`config.mk`:
```
export PLATFORM = sky130hd
export DESIGN_NAME = date_add_days_core
export DESIGN_NICKNAME = d
export VERILOG_FILES = /design/src/rtl/core/dad_pkg.sv /design/src/rtl/core/dad_year_ctr.sv /design/src/rtl/core/dad_sub_unit.sv /design/src/rtl/core/date_add_days_core.sv
export SDC_FILE = /design/constraint.sdc
export NUM_CORES = 1
export LEC_CHECK = 0
export ABC_AREA = 1
export CAP_MARGIN = 5
export CORE_MARGIN = 1
export CORE_UTILIZATION = 30
export CTS_CLUSTER_DIAMETER = 100
export DETAILED_ROUTE_END_ITERATION = 8
export DONT_BUFFER_PORTS = 1
export GPL_TIMING_DRIVEN = 0
export PLACE_DENSITY_LB_ADDON = 0.12
export SLEW_MARGIN = 5
export SYNTH_ARGS = -nofsm -noshare
export SYNTH_HDL_FRONTEND = slang
export SYNTH_SLANG_ARGS = --single-unit
export TNS_END_PERCENT = 10
```
`constraint.sdc`:
```
create_clock -name clk_i -period 4.3 [get_ports clk_i]
set_input_delay 0.43 -clock clk_i [delete_from_list [all_inputs] [get_ports clk_i]]
set_output_delay 0.43 -clock clk_i [all_outputs]
set_load 0.05 [all_outputs]
```
`src/rtl/core/dad_pkg.sv`:
```
// Shared types, constants and calendar helpers for the date adder.
// No dependencies; dad_year_ctr, dad_sub_unit and date_add_days_core refer to this package.
package dad_pkg;

  localparam int unsigned DAY_W      = 5;
  localparam int unsigned MONTH_W    = 4;
  localparam int unsigned YEAR_W     = 12;
  localparam int unsigned COUNT_W    = 16;
  // Running day sum: largest day of month plus the largest count.
  localparam int unsigned ACC_W      = COUNT_W + 1;
  // Year counter is one bit wider so it can step past the last legal year.
  localparam int unsigned YCTR_W     = YEAR_W + 1;
  localparam int unsigned LEN_W      = 9;
  localparam int unsigned MOD100_W   = 7;
  localparam int unsigned QUO_W      = 7;

  // year / 100 == (year * DIV100_MUL) >> DIV100_SHIFT for every year below 8192.
  localparam int unsigned DIV100_MUL   = 5243;
  localparam int unsigned DIV100_SHIFT = 19;
  localparam int unsigned DIV100_MW    = 13;
  localparam int unsigned PROD_W       = YCTR_W + DIV100_MW;

  localparam logic [MOD100_W-1:0] LAST_IN_CENTURY = MOD100_W'(99);
  localparam logic [MONTH_W-1:0]  MONTH_JAN       = MONTH_W'(1);
  localparam logic [MONTH_W-1:0]  MONTH_FEB       = MONTH_W'(2);
  localparam logic [MONTH_W-1:0]  MONTH_DEC       = MONTH_W'(12);
  localparam logic [LEN_W-1:0]    YEAR_LEN        = LEN_W'(365);

  typedef enum logic [2:0] {
    ST_IDLE,
    ST_DIV,
    ST_MOD,
    ST_YEAR,
    ST_MONTH,
    ST_DONE
  } state_e;

  // Commands from the sequencer to the year counter.
  typedef struct packed {
    logic              load;
    logic              div;
    logic              modr;
    logic              inc;
    logic [YCTR_W-1:0] load_year;
  } yctr_cmd_t;

  // Status from the year counter.
  typedef struct packed {
    logic [YCTR_W-1:0] year;
    logic              leap_cur;
    logic              leap_next;
  } yctr_sts_t;

  function automatic logic [LEN_W-1:0] month_len(input logic [MONTH_W-1:0] m,
                                                 input logic leap);
    logic [LEN_W-1:0] len;
    case (m)
      4'd2:                      len = leap ? LEN_W'(29) : LEN_W'(28);
      4'd4, 4'd6, 4'd9, 4'd11:   len = LEN_W'(30);
      default:                   len = LEN_W'(31);
    endcase
    return len;
  endfunction

endpackage

```
`src/rtl/core/dad_year_ctr.sv`:
```
// Year counter with running year-mod-100 and century-mod-4 for leap tests.
// Depends on dad_pkg.
module dad_year_ctr (
  input  logic              clk_i,
  input  logic              rst_ni,
  input  dad_pkg::yctr_cmd_t cmd_i,
  output dad_pkg::yctr_sts_t sts_o
);

  logic [dad_pkg::YCTR_W-1:0]   year_q, year_d;
  logic [dad_pkg::QUO_W-1:0]    quo_q, quo_d;
  logic [dad_pkg::MOD100_W-1:0] mod100_q, mod100_d;
  logic [1:0]                   cent_q, cent_d;

  logic [dad_pkg::PROD_W-1:0]   prod;
  logic [dad_pkg::YCTR_W+dad_pkg::QUO_W-1:0] hund;
  logic [dad_pkg::MOD100_W-1:0] mod_nxt;
  logic [1:0]                   cent_nxt;
  logic [1:0]                   year_lo_nxt;

  assign prod = dad_pkg::PROD_W'(year_q) *
                dad_pkg::PROD_W'(dad_pkg::DIV100_MUL);
  // quotient times 100 as shifts and adds: 64 + 32 + 4
  assign hund = ((dad_pkg::YCTR_W+dad_pkg::QUO_W)'(quo_q) << 6) +
                ((dad_pkg::YCTR_W+dad_pkg::QUO_W)'(quo_q) << 5) +
                ((dad_pkg::YCTR_W+dad_pkg::QUO_W)'(quo_q) << 2);

  assign mod_nxt     = (mod100_q == dad_pkg::LAST_IN_CENTURY) ? '0 : mod100_q + 1'b1;
  assign cent_nxt    = (mod100_q == dad_pkg::LAST_IN_CENTURY) ? cent_q + 1'b1 : cent_q;
  assign year_lo_nxt = year_q[1:0] + 1'b1;

  always_comb begin
    year_d   = year_q;
    quo_d    = quo_q;
    mod100_d = mod100_q;
    cent_d   = cent_q;
    if (cmd_i.load) begin
      year_d = cmd_i.load_year;
    end else if (cmd_i.div) begin
      quo_d = prod[dad_pkg::DIV100_SHIFT +: dad_pkg::QUO_W];
    end else if (cmd_i.modr) begin
      mod100_d = dad_pkg::MOD100_W'(year_q - hund[dad_pkg::YCTR_W-1:0]);
      cent_d   = quo_q[1:0];
    end else if (cmd_i.inc) begin
      year_d   = year_q + 1'b1;
      mod100_d = mod_nxt;
      cent_d   = cent_nxt;
    end
  end

  always_ff @(posedge clk_i or negedge rst_ni) begin
    if (!rst_ni) begin
      year_q <= '0;
    end else begin
      year_q <= year_d;
    end
  end

  always_ff @(posedge clk_i) begin
    quo_q    <= quo_d;
    mod100_q <= mod100_d;
    cent_q   <= cent_d;
  end

  assign sts_o.year      = year_q;
  assign sts_o.leap_cur  = (year_q[1:0] == 2'd0 && mod100_q != '0) ||
                           (mod100_q == '0 && cent_q == 2'd0);
  assign sts_o.leap_next = (year_lo_nxt == 2'd0 && mod_nxt != '0) ||
                           (mod_nxt == '0 && cent_nxt == 2'd0);

endmodule

```
`src/rtl/core/dad_sub_unit.sv`:
```
// Shared compare and subtract unit: tests whether a day sum fits a span length.
// Depends on dad_pkg.
module dad_sub_unit (
  input  logic [dad_pkg::ACC_W-1:0] day_i,
  input  logic [dad_pkg::LEN_W-1:0] len_i,
  output logic [dad_pkg::ACC_W-1:0] diff_o,
  output logic                      fits_o
);

  logic [dad_pkg::ACC_W:0] wide;

  assign wide   = {1'b0, day_i} - (dad_pkg::ACC_W+1)'(len_i);
  // fits when day <= len, i.e. day - len - 1 borrows
  assign fits_o = wide[dad_pkg::ACC_W] || (wide == '0);
  assign diff_o = wide[dad_pkg::ACC_W-1:0];

endmodule

```
`src/rtl/core/date_add_days_core.sv`:
```
// Top level of the Gregorian date adder: sequencer, day register and output stage.
// Depends on dad_pkg, dad_year_ctr and dad_sub_unit.

// Adds a 16-bit day count to a start date (day, month, year) and returns the
// Gregorian date that many days later, with leap Februaries counted as 29
// days. A start date with day 0, a month outside 1..12 or a year outside
// FIRST_YEAR..LAST_YEAR is replaced by 1.1.FIRST_YEAR and flagged; a result
// past LAST_YEAR is forced to 1.1.FIRST_YEAR and flagged as well. A start day
// too large for its month simply rolls forward. One beat is worked on at a
// time: after acceptance, states ST_DIV and ST_MOD prepare the year-mod-100
// counters, then ST_YEAR skips whole years one at a time, then ST_MONTH
// steps month by month (at most eleven steps plus one final check), then
// ST_DONE moves the result into the output register once that register is
// free. Both the year and the month walk go through the single shared
// compare-and-subtract unit. The input side reopens as soon as the result is
// in the output register, so a waiting result does not hold off the next beat.
module date_add_days_core #(
  parameter int unsigned FIRST_YEAR = 1970,
  parameter int unsigned LAST_YEAR  = 2099
) (
  input  logic        clk_i,
  input  logic        rst_ni,
  // start_day [4:0], start_month [8:5], start_year [20:9], day_count [36:21]
  input  logic [39:0] s_axis_tdata,
  input  logic        s_axis_tvalid,
  output logic        s_axis_tready,
  // result_day [4:0], result_month [8:5], result_year [20:9]
  output logic [23:0] m_axis_tdata,
  // result_defaulted [0]
  output logic        m_axis_tuser,
  output logic        m_axis_tvalid,
  input  logic        m_axis_tready
);

  localparam logic [dad_pkg::YCTR_W-1:0] FirstYr = dad_pkg::YCTR_W'(FIRST_YEAR);
  localparam logic [dad_pkg::YCTR_W-1:0] LastYr  = dad_pkg::YCTR_W'(LAST_YEAR);

  dad_pkg::state_e state_q, state_d;

  logic [dad_pkg::ACC_W-1:0]   day_q, day_d;
  logic [dad_pkg::MONTH_W-1:0] month_q, month_d;
  logic                        flag_q, flag_d;

  logic [dad_pkg::DAY_W-1:0]   out_day_q, out_day_d;
  logic [dad_pkg::MONTH_W-1:0] out_month_q, out_month_d;
  logic [dad_pkg::YEAR_W-1:0]  out_year_q, out_year_d;
  logic                        out_flag_q, out_flag_d;
  logic                        out_valid_q, out_valid_d;

  // Unpack the input beat.
  logic [dad_pkg::DAY_W-1:0]   in_day;
  logic [dad_pkg::MONTH_W-1:0] in_month;
  logic [dad_pkg::YEAR_W-1:0]  in_year;
  logic [dad_pkg::COUNT_W-1:0] in_count;
  logic                        in_ok;
  logic                        in_beat;

  assign in_day   = s_axis_tdata[4:0];
  assign in_month = s_axis_tdata[8:5];
  assign in_year  = s_axis_tdata[20:9];
  assign in_count = s_axis_tdata[36:21];

  assign in_ok = (in_day != '0) &&
                 (in_month >= dad_pkg::MONTH_JAN) && (in_month <= dad_pkg::MONTH_DEC) &&
                 (dad_pkg::YCTR_W'(in_year) >= FirstYr) &&
                 (dad_pkg::YCTR_W'(in_year) <= LastYr);

  assign s_axis_tready = (state_q == dad_pkg::ST_IDLE);
  assign in_beat       = s_axis_tvalid && s_axis_tready;

  dad_pkg::yctr_cmd_t yc_cmd;
  dad_pkg::yctr_sts_t yc_sts;

  dad_year_ctr u_year_ctr (
    .clk_i  (clk_i),
    .rst_ni (rst_ni),
    .cmd_i  (yc_cmd),
    .sts_o  (yc_sts)
  );

  // One shared subtractor serves both the year walk and the month walk.
  logic [dad_pkg::LEN_W-1:0] span_len;
  logic [dad_pkg::ACC_W-1:0] sub_diff;
  logic                      sub_fits;
  logic                      past_last;
  logic                      feb_crossed_leap;

  // A full year starting in Jan or Feb crosses this year's February,
  // otherwise next year's.
  assign feb_crossed_leap = (month_q <= dad_pkg::MONTH_FEB) ? yc_sts.leap_cur
                                                            : yc_sts.leap_next;
  assign past_last        = (yc_sts.year > LastYr);

  always_comb begin
    if (state_q == dad_pkg::ST_YEAR) begin
      span_len = dad_pkg::YEAR_LEN + dad_pkg::LEN_W'(feb_crossed_leap);
    end else begin
      span_len = dad_pkg::month_len(month_q, yc_sts.leap_cur);
    end
  end

  dad_sub_unit u_sub (
    .day_i  (day_q),
    .len_i  (span_len),
    .diff_o (sub_diff),
    .fits_o (sub_fits)
  );

  // Sequencer: next state, datapath updates and year counter commands.
  always_comb begin
    state_d     = state_q;
    day_d       = day_q;
    month_d     = month_q;
    flag_d      = flag_q;
    out_day_d   = out_day_q;
    out_month_d = out_month_q;
    out_year_d  = out_year_q;
    out_flag_d  = out_flag_q;
    out_valid_d = out_valid_q;

    yc_cmd           = '0;
    yc_cmd.load_year = in_ok ? dad_pkg::YCTR_W'(in_year) : FirstYr;

    // Drop the held result once the sink takes it.
    if (out_valid_q && m_axis_tready) begin
      out_valid_d = 1'b0;
    end

    case (state_q)
      dad_pkg::ST_IDLE: begin
        if (in_beat) begin
          // Substitute 1.1.FIRST_YEAR for a bad start date, then add the count.
          day_d       = (in_ok ? dad_pkg::ACC_W'(in_day) : dad_pkg::ACC_W'(1)) +
                        dad_pkg::ACC_W'(in_count);
          month_d     = in_ok ? in_month : dad_pkg::MONTH_JAN;
          flag_d      = !in_ok;
          yc_cmd.load = 1'b1;
          state_d     = dad_pkg::ST_DIV;
        end
      end
      dad_pkg::ST_DIV: begin
        yc_cmd.div = 1'b1;
        state_d    = dad_pkg::ST_MOD;
      end
      dad_pkg::ST_MOD: begin
        yc_cmd.modr = 1'b1;
        state_d     = dad_pkg::ST_YEAR;
      end
      dad_pkg::ST_YEAR: begin
        // Skip whole years while the sum exceeds the next twelve months.
        if (!past_last && !sub_fits) begin
          day_d      = sub_diff;
          yc_cmd.inc = 1'b1;
        end else begin
          state_d = dad_pkg::ST_MONTH;
        end
      end
      dad_pkg::ST_MONTH: begin
        if (past_last || sub_fits) begin
          state_d = dad_pkg::ST_DONE;
        end else begin
          day_d = sub_diff;
          if (month_q == dad_pkg::MONTH_DEC) begin
            month_d    = dad_pkg::MONTH_JAN;
            yc_cmd.inc = 1'b1;
          end else begin
            month_d = month_q + 1'b1;
          end
        end
      end
      dad_pkg::ST_DONE: begin
        // Hold until the output register is free.
        if (!out_valid_q || m_axis_tready) begin
          if (past_last) begin
            out_day_d   = dad_pkg::DAY_W'(1);
            out_month_d = dad_pkg::MONTH_JAN;
            out_year_d  = dad_pkg::YEAR_W'(FIRST_YEAR);
            out_flag_d  = 1'b1;
          end else begin
            out_day_d   = day_q[dad_pkg::DAY_W-1:0];
            out_month_d = month_q;
            out_year_d  = yc_sts.year[dad_pkg::YEAR_W-1:0];
            out_flag_d  = flag_q;
          end
          out_valid_d = 1'b1;
          state_d     = dad_pkg::ST_IDLE;
        end
      end
      default: begin
        state_d = dad_pkg::ST_IDLE;
      end
    endcase
  end

  always_ff @(posedge clk_i or negedge rst_ni) begin
    if (!rst_ni) begin
      state_q     <= dad_pkg::ST_IDLE;
      out_valid_q <= 1'b0;
    end else begin
      state_q     <= state_d;
      out_valid_q <= out_valid_d;
    end
  end

  always_ff @(posedge clk_i) begin
    day_q       <= day_d;
    month_q     <= month_d;
    flag_q      <= flag_d;
    out_day_q   <= out_day_d;
    out_month_q <= out_month_d;
    out_year_q  <= out_year_d;
    out_flag_q  <= out_flag_d;
  end

  assign m_axis_tdata  = {3'b000, out_year_q, out_month_q, out_day_q};
  assign m_axis_tuser  = out_flag_q;
  assign m_axis_tvalid = out_valid_q;

endmodule

```
Word level (Yosys, flattened, before mapping)
Index checks and enable logic that the tools add are counted.
{ "word_totals": {"register_bits": 75, "out_inout_bits": 27} }
{ "op_classes": {"add_sub_neg": 11, "multipliers": 1, "n_lt_le_gt_ge": 6, "eq_ne": 20, "n_mux": 41, "bitwise": 2, "n_reduce_logical": 44} }
{ "op_table": {"columns": ["op", "count"], "rows": [
  ["$mux W13", 4],
  ["$mux W17", 3],
  ["$pmux W17 S3", 1],
  ["$mul A13 B13 Y24 const B", 1],
  ["$mux W7", 3],
  ["$logic_not A18 Y1", 1],
  ["$pmux W3 S6", 1],
  ["$sub A17 B9 Y18", 1],
  ["$add A5 B16 Y17", 1],
  ["$mux W4", 4],
  ["$add A7 B7 Y7", 2],
  ["$logic_not A7 Y1", 2],
  ["$reduce_bool A7 Y1", 2],
  ["$add A13 B1 Y13 const B", 1],
  ["$gt A13 B12 Y1 const B", 1],
  ["$eq A4 B4 Y1 const B", 3],
  ["$ge A12 B11 Y1 const B", 1],
  ["$le A12 B12 Y1 const B", 1],
  ["$mux W1", 12],
  ["$mux W12", 1],
  ["$mux W3", 4],
  ["$logic_and A1 B1 Y1", 11],
  ["$add A9 B1 Y9 const A", 1],
  ["$mux W9", 1],
  ["32 further kinds", 62]
]} }

Longest topological paths before layout
Gate-level depths: netlist of the first run.
{ "depth": {"depth_word": 19, "ltp_mapped": 31, "ltp_nobuf": 30} }

By module
A second synthesis of the first run with hierarchy kept.
{ "hier_totals": {"hier_cells": 1256, "area_unflattened_um2": 9328.9} }
{ "by_module_without_submodules": {"columns": ["module", "instances", "cells_each", "area_per_inst_um2"], "rows": [
  ["dad_year_ctr", 1, 665, 5252.5],
  ["date_add_days_core", 1, 378, 3034.2],
  ["dad_sub_unit", 1, 213, 1042.2]
]} }

Worst setup path before layout of the first run
Ideal clock, no wire load.
{ "synth_timing": {"path_kind": "register to register", "from": "register u_year_ctr.year_q[8] (netlist name)", "to": "register u_year_ctr.quo_q[4] (netlist name), data pin", "setup_time_ns": 0.262, "t_arrival_ns": 4.126, "setup_slack_ns": -0.089, "path_stages_with_launch": 20, "path_cell_list": "dfrtp_1 ha_1 inv_1 fa_1 inv_1 fa_1 inv_1 fa_1 fa_1 inv_1 ha_1 nand2_1 nor2_1 o21ai_0 o211ai_1 nand2_1 nand3_1 a21o_1 a21oi_1 xor2_1"} }
{ "synth_via": {"elab_chain_len": 1} }
{ "synth_lines": {"columns": ["item", "line_no", "rtl"], "rows": [
  ["start: declaration", "dad_year_ctr.sv:10", "logic [dad_pkg::YCTR_W-1:0] year_q, year_d;"],
  ["start signal: assignment", "dad_year_ctr.sv:55", "year_q <= year_d;"],
  ["$mul A13 B13 Y24", "dad_year_ctr.sv:21", "assign prod = dad_pkg::PROD_W'(year_q) *"],
  ["net u_year_ctr.prod, one bit", "dad_year_ctr.sv:15", "logic [dad_pkg::PROD_W-1:0] prod;"],
  ["end signal: assignment", "dad_year_ctr.sv:60", "quo_q <= quo_d;"],
  ["end: declaration", "dad_year_ctr.sv:11", "logic [dad_pkg::QUO_W-1:0] quo_q, quo_d;"]
]} }
The timed path passes the listed nets, and every way through them passes these cells.
A chain may end at the register's enable or synchronous reset.

Final worst setup path of the first run
{ "layout_timing": {"from": "register u_year_ctr.year_q[11] (netlist name)", "to": "register u_year_ctr.quo_q[3] (netlist name), data pin"} }
Same word-level chain as after synthesis.

==> impl_metrics.json, run 1 <==
{
  "met1_length_um": 11600,
  "finalSetupViolCount": 3,
  "fin_skew_ns": 0.00927,
  "synth_edf_count": 58,
  "grt_max_degree": 18,
  "crit_type": "reg2reg",
  "synth-seq-cells": 75,
  "mostFrequentLayoutCell": "inv_1",
  "holdWs_ns": 0.205,
  "hold_end": "m_axis_tvalid",
  "reg2reg_depth": 14,
  "clkTransAtPathRegs_ns": 0.06,
  "status": "finished, violations left",
  "num_antenna_cells": 0,
  "die_w_um": 173,
  "wl_per_cell_um": 15.8,
  "place_hpwl_um": 19100,
  "cts-root-buf": "clkbuf_16",
  "ys_types": 49,
  "grt_pass1_vias": 7214,
  "hp-class": "in2reg",
  "fin_crit_ns": 4.58,
  "rsz0062_at_grt": "yes",
  "cts_max_level": 3,
  "fp-row-count": 62,
  "mostFrequentLayoutCells": "inv_1 (190), nand2_1 (183), ha_1 (114), nor2_1 (78), buf_4 (66)",
  "worst_pin_slew_ns": 1.21,
  "synth_compound_area_share_pct": 6.64,
  "report.final.slew_viol_count": 0,
  "violations": "negative setup slack",
  "hp-start": "m_axis_tready",
  "timing.reg2reg.setup_slack_ns": -0.28,
  "cts_buffers": 9,
  "synthMuxAreaShare_pct": 0.243,
  "globalplace.congestion": 0.834,
  "top_layer_used": "met4",
  "cts_tree": "done",
  "vias": 7097,
  "initial_utilization_pct": 30.5,
  "synthSimpleGateAreaFrac_pct": 21.8,
  "timing.rr.end": "u_year_ctr.quo_q[3]",
  "drive_gt1_share_pct": 21.8,
  "hold_violations": 0,
  "end_kind": "register",
  "antenna_found_initial": 0,
  "wl_met3_um": 664,
  "clk_path_buf_depth": 2,
  "area_growth_pct": 22.3,
  "synthCells": 1059,
  "slew-limit-headroom_pct": 19.0,
  "synth_ff_type": "edfxtp_1",
  "drv_cap": 0,
  "drt_first_pass_iters": 5,
  "ant_nets": 0,
  "ys_async_sr_fraction_pct": 22.7,
  "clock_latency_ns": 0.34,
  "fin_crit_sh_pct": 106,
  "cp.required_ns": 4.44,
  "synth_area_mm2": 0.00876,
  "synth_top_family_by_area": "adder cells",
  "vias_per_cell": 4.62,
  "die_h_um": 173,
  "wl_um": 24200,
  "ios": 71,
  "grt_pass1_wl_um": 38600,
  "max_freq_mhz": 218,
  "synthXorXnorAreaFrac_pct": 3.48,
  "drcViolationCount": 0,
  "syn_area_per_cell_um2": 8.27,
  "grt_util_all_layers_pct": 16.7,
  "die_area_mm2": 0.0299,
  "ys_warn_count": 0,
  "setup_ws_ns": -0.278,
  "critical_path.max_fanout": 5,
  "hold_depth": 1,
  "r2r_start": "u_year_ctr.year_q[11]",
  "port_buffers": 0,
  "fin_nets": 1385,
  "first_iter_violations": 350,
  "synth-adder-area-share_pct": 32.7,
  "core_mm2": 0.0287,
  "synth-seq-area-share_pct": 24.7,
  "cp-start-kind": "register",
  "cp.arrival_ns": 4.72,
  "grt.overflow.total": 0,
  "clkSinkCount": 75,
  "route.met2.wl_um": 11500
}
-- state kept, by name, indices dropped and copies added, names as in the netlist --
name,count
day_q,17
state_q,3
flag_q,1
u_year_ctr.cent_q,2
out_month_q,4
m_axis_tvalid,1
u_year_ctr.mod100_q,7
out_year_q,12
out_day_q,5
month_q,4
u_year_ctr.quo_q,5
m_axis_tuser,1
u_year_ctr.year_q,13
-- timing repair --
item / CTS / global route
resized for setup: 75 / 58
pin swaps: 37 / 41
hold buffers: 1 / 0
buffers inserted: 50 / 23
gates cloned: 0 / 1
hold endpoints to repair: 17 / 0
endpoints found under the setup margin: 45 / 56
-- critical path: stages, from the launching register on --
cell and delay, ns:
dfrtp_2 0.47, buf_12 0.15, fa_1 0.58, ha_4 0.21, fa_1 0.55, fa_1 0.42
fa_1 0.49, ha_4 0.31, nand2_2 0.08, nor4_4 0.27, nand4_1 0.18, nand3_2 0.15
a21o_1 0.15, buf_4 0.12, xor2_2 0.24
-- synthesized netlist by cell type, drive strengths merged, types with 2 or more instances --
library cell | count | area share [%]
a21o | 2 | 0.17
a21oi | 35 | 2.0
buf | 7 | 0.61
clkbuf | 9 | 0.39
dfrtp | 17 | 4.9
edfxtp | 58 | 20
fa | 58 | 13
ha | 136 | 19
inv | 219 | 9.4
nand2 | 211 | 9.7
nand3 | 55 | 3.8
nand3b | 3 | 0.26
nand4 | 25 | 2.0
nor2 | 90 | 4.1
nor3 | 17 | 1.2
nor3b | 3 | 0.26
nor4 | 3 | 0.21
o211ai | 3 | 0.26
o21ai | 51 | 2.9
o22ai | 3 | 0.21
o31ai | 3 | 0.26
o32ai | 3 | 0.30
or2 | 4 | 0.29
xnor2 | 11 | 1.1
xor2 | 23 | 2.4
-- through the flow --
| stage | instances | setup slack, ns | setup TNS [ns] | utilization [%] | area, um2 |
|---|---|---|---|---|---|
| global route | 1536 | -0.425 | -5.29 | 37.3 | 10700 |
| finish | 1536 | -0.278 | -0.670 | 37.3 | 10700 |
| global placement | 1445 | -1.11 | -26.54 | 32.3 | 9270 |
| CTS | 1513 | -0.306 | -0.771 | 36.0 | 10300 |
| detailed placement | 1446 | -1.06 | -24.27 | 32.4 | 9290 |
| floorplan | 1061 | -0.0227 | -0.0227 | - | 8790 |
-- per-layer routing --
layer  track usage (%)  up-vias
li1                  -     3568
met1              22.6     3398
met2              27.7      109
met3              2.09       22
met4              5.20        0
met5                 0        -
-- cell families after synthesis --
logic type | Yosys count
XOR/XNOR | 34
other | 1
AO/OA/AOI/OAI | 106
adder cells (fa/ha/maj) | 194
buffers and inverters | 236
AND/OR/NAND/NOR | 411
flip-flops | 75
multiplexers | 2
-- layout make-up --
type,instances,area (um2)
Inverter,220,852
Tap cell,384,480
Clock inverter,3,15.0
Clock buffer,13,240
Multi-Input combinational cell,751,6200
Buffer,16,114
Sequential cell,75,2180
Timing Repair Buffer,74,634
Fill cell,3038,18000
-- how the worst max path moves through the flow --
stage                                      from             endpoint  slack [ns]  cells after the start
after floorplan           u_year_ctr.year_q[10]  u_year_ctr.quo_q[4]       -0.02                     19
after global placement    u_year_ctr.year_q[11]  u_year_ctr.quo_q[4]       -1.11                     18
after detailed placement  u_year_ctr.year_q[11]  u_year_ctr.quo_q[4]       -1.06                     18
after CTS                  u_year_ctr.year_q[9]  u_year_ctr.quo_q[4]       -0.31                     16
after global routing      u_year_ctr.year_q[11]  u_year_ctr.quo_q[4]       -0.42                     18
final                     u_year_ctr.year_q[11]  u_year_ctr.quo_q[3]       -0.28                     14
Power of run 1 is not shown: default switching activity piles up to over one toggle a cycle in this logic, so the estimate is an artifact.
==> inputs of run 2 (changes only) <==
--- a/config.mk
+++ b/config.mk
@@ -5,7 +5,6 @@
 export SDC_FILE = /design/constraint.sdc
 export NUM_CORES = 1
 export LEC_CHECK = 0
-export ABC_AREA = 1
 export CAP_MARGIN = 5
 export CORE_MARGIN = 1
 export CORE_UTILIZATION = 30
==> impl_metrics.json, run 2 <==
{
  "clkTransAtPathRegs_ns": 0.06,
  "rsz0062_at_grt": "yes",
  "grt_pass1_wl_um": 36800,
  "grtUsageMet3_pct": 2.85,
  "end_kind": "register",
  "ant_nets": 0,
  "cts_buffers": 9,
  "use_met1_pct": 24.2,
  "timing.reg2reg.setup_slack_ns": -0.59,
  "cp.required_ns": 4.37,
  "clock_latency_ns": 0.35,
  "fin_crit_ns": 4.89,
  "largest-register": "day_q",
  "synth_edf_count": 58,
  "violations": "negative setup slack",
  "place_hpwl_um": 18000,
  "drive_gt1_share_pct": 17.8,
  "synth_ff_type": "edfxtp_1",
  "drv_cap": 0,
  "grtUsageMet2_pct": 26.7,
  "synth_top_area_cell": "edfxtp_1",
  "critical_path.max_fanout": 12,
  "cts_max_level": 3,
  "ys_types": 74,
  "num_antenna_cells": 0,
  "drcViolationCount": 0,
  "die_w_um": 169,
  "report.final.slew_viol_count": 0,
  "antenna_found_initial": 0,
  "drt_first_pass_iters": 4,
  "synth_common_cells": "inv_1 (140), ha_1 (136), edfxtp_1 (58), fa_1 (58), nand2_1 (57)",
  "synth-seq-cells": 75,
  "finalSetupViolCount": 51,
  "timing.rr.end": "day_q[16]",
  "fp-row-count": 60,
  "cts-root-buf": "clkbuf_16",
  "synth_area_leaders": "edfxtp_1 (21%), ha_1 (20%), fa_1 (14%)",
  "grt_util_all_layers_pct": 17.2,
  "grt.busiest_layer": "met2",
  "first_iter_violations": 409,
  "reg.largest.list": "day_q: 17 flops, u_year_ctr.year_q: 13 flops, out_year_q: 12 flops",
  "die_area_mm2": 0.0284,
  "area_growth_pct": 19.8,
  "setup_ws_ns": -0.594,
  "grt.overflow.total": 0,
  "hold_violations": 0,
  "port_buffers": 0,
  "mostFrequentLayoutCell": "inv_1",
  "r2r_start": "u_year_ctr.mod100_q[1]",
  "vias_per_cell": 4.77,
  "synth.top_cell.area_share_pct": 20.9,
  "wl_um": 23200,
  "fin_skew_ns": 0.00996,
  "hp-class": "in2reg",
  "core_mm2": 0.0271,
  "synth-seq-area-share_pct": 26.0,
  "syn_area_per_cell_um2": 9.84,
  "hp-start": "s_axis_tdata[11]",
  "vias": 6163,
  "reg2reg_depth": 23,
  "worst_pin_slew_ns": 1.09,
  "hold_depth": 2,
  "cp.arrival_ns": 4.96,
  "slew-limit-headroom_pct": 26.9,
  "synth.most_common_cell": "inv_1",
  "clk_path_buf_depth": 2,
  "ys_warn_count": 0,
  "ys_async_sr_fraction_pct": 22.7,
  "hold_end": "u_year_ctr.year_q[2]",
  "initial_utilization_pct": 30.7,
  "cp-start-kind": "register",
  "ios": 71,
  "fin_crit_sh_pct": 114,
  "wl_per_cell_um": 18.0,
  "grt_pass1_vias": 6364,
  "synth_area_mm2": 0.00832,
  "crit_type": "reg2reg",
  "die_h_um": 169,
  "status": "finished, violations left",
  "globalplace.congestion": 0.787,
  "clkSinkCount": 75,
  "fin_util_pct": 36.8,
  "max_freq_mhz": 204,
  "largest_register_ffs": 17,
  "synthCells": 846,
  "grt_max_degree": 18,
  "cts_tree": "done",
  "fin_nets": 1154,
  "mostFrequentLayoutCells": "inv_1 (136), ha_1 (128), edfxtp_1 (58), nand2_1 (57), fa_1 (57)"
}
[run 2: cells by family (layout without fill, tap and decap cells)]
group                      count (synthesis)  count (layout)  synth area share, %
buffers and inverters                    162             234                 7.86
adders and majority gates                194             194                 34.4
and+or+nand+nor                          223             224                 14.5
muxes                                      9               9                 1.08
xor gates and xnor gates                  54              54                 5.68
AOI/OAI and AO/OA                        128             128                 10.4
other                                      1               3               0.0451
DFF                                       75              75                 26.0
[run 2: metal layers]
metal / vias to the layer above / routed length [um]
li1: 3018 / -
met1: 3027 / 11500
met2: 88 / 10500
met3: 30 / 793
met4: 0 / 480
met5: - / 0
[run 2: how the worst max path moves through the flow]
stage                                      start   endpoint  slack, ns  cells past startpoint
final                     u_year_ctr.mod100_q[1]  day_q[16]      -0.59                     23
after detailed placement  u_year_ctr.mod100_q[0]   day_q[5]      -1.58                     20
after CTS                 u_year_ctr.mod100_q[1]   day_q[2]      -0.53                     24
after floorplan           u_year_ctr.mod100_q[0]   day_q[0]      -0.47                     20
after global placement    u_year_ctr.mod100_q[0]   day_q[5]      -1.64                     20
after global routing      u_year_ctr.mod100_q[1]  day_q[16]      -0.86                     23
[run 2: what timing repair did]
item,4_1_cts,5_1_grt
hold buffers,1,0
setup endpoints to repair,62,56
endpoints found under the hold margin,17,0
gates cloned,1,0
pin swaps,24,6
gates resized for setup,46,20
buffers inserted,47,8
[run 2: critical path, cell delays in order, from the launching register on]
cell,delay [ns]
edfxtp_1,0.39
ha_2,0.21
buf_8,0.12
nand3_4,0.07
nor4_4,0.25
a311oi_1,0.09
nor3_1,0.20
nand3_1,0.15
mux2i_2,0.27
a21oi_2,0.10
a21o_1,0.19
ha_4,0.17
fa_2,0.36
nand4b_4,0.23
a221oi_4,0.26
buf_6,0.16
o21ai_0,0.12
and4bb_2,0.26
nand4_2,0.11
nor4b_4,0.05
buf_4,0.16
or2_4,0.28
a21oi_4,0.20
buf_12,0.17
[run 2: metrics by stage]
| step | setup TNS [ns] | setup WS, ns | hold slack [ns] | std cells | area (um2) |
|---|---|---|---|---|---|
| 2_1_floorplan | -19.56 | -0.474 | 0.134 | 848 | 8420 |
| 6_report | -26.26 | -0.594 | 0.219 | 1293 | 9970 |
| 3_3_place_gp | -82.91 | -1.64 | 0.137 | 1220 | 8880 |
| 4_1_cts | -23.94 | -0.528 | 0.208 | 1285 | 9790 |
| 5_1_grt | -39.90 | -0.864 | 0.229 | 1293 | 9970 |
| 3_5_place_dp | -79.51 | -1.58 | 0.137 | 1223 | 8920 |
[run 2: layout make-up]
class | instances | area, um2
Fill cell | 2748 | 17100
Inverter | 140 | 536
Clock buffer | 9 | 225
Multi-Input combinational cell | 612 | 5850
Timing Repair Buffer | 59 | 523
Clock inverter | 7 | 52.6
Sequential cell | 75 | 2190
Tap cell | 372 | 465
Buffer | 19 | 129
Power of run 2 is left out for the same reason.
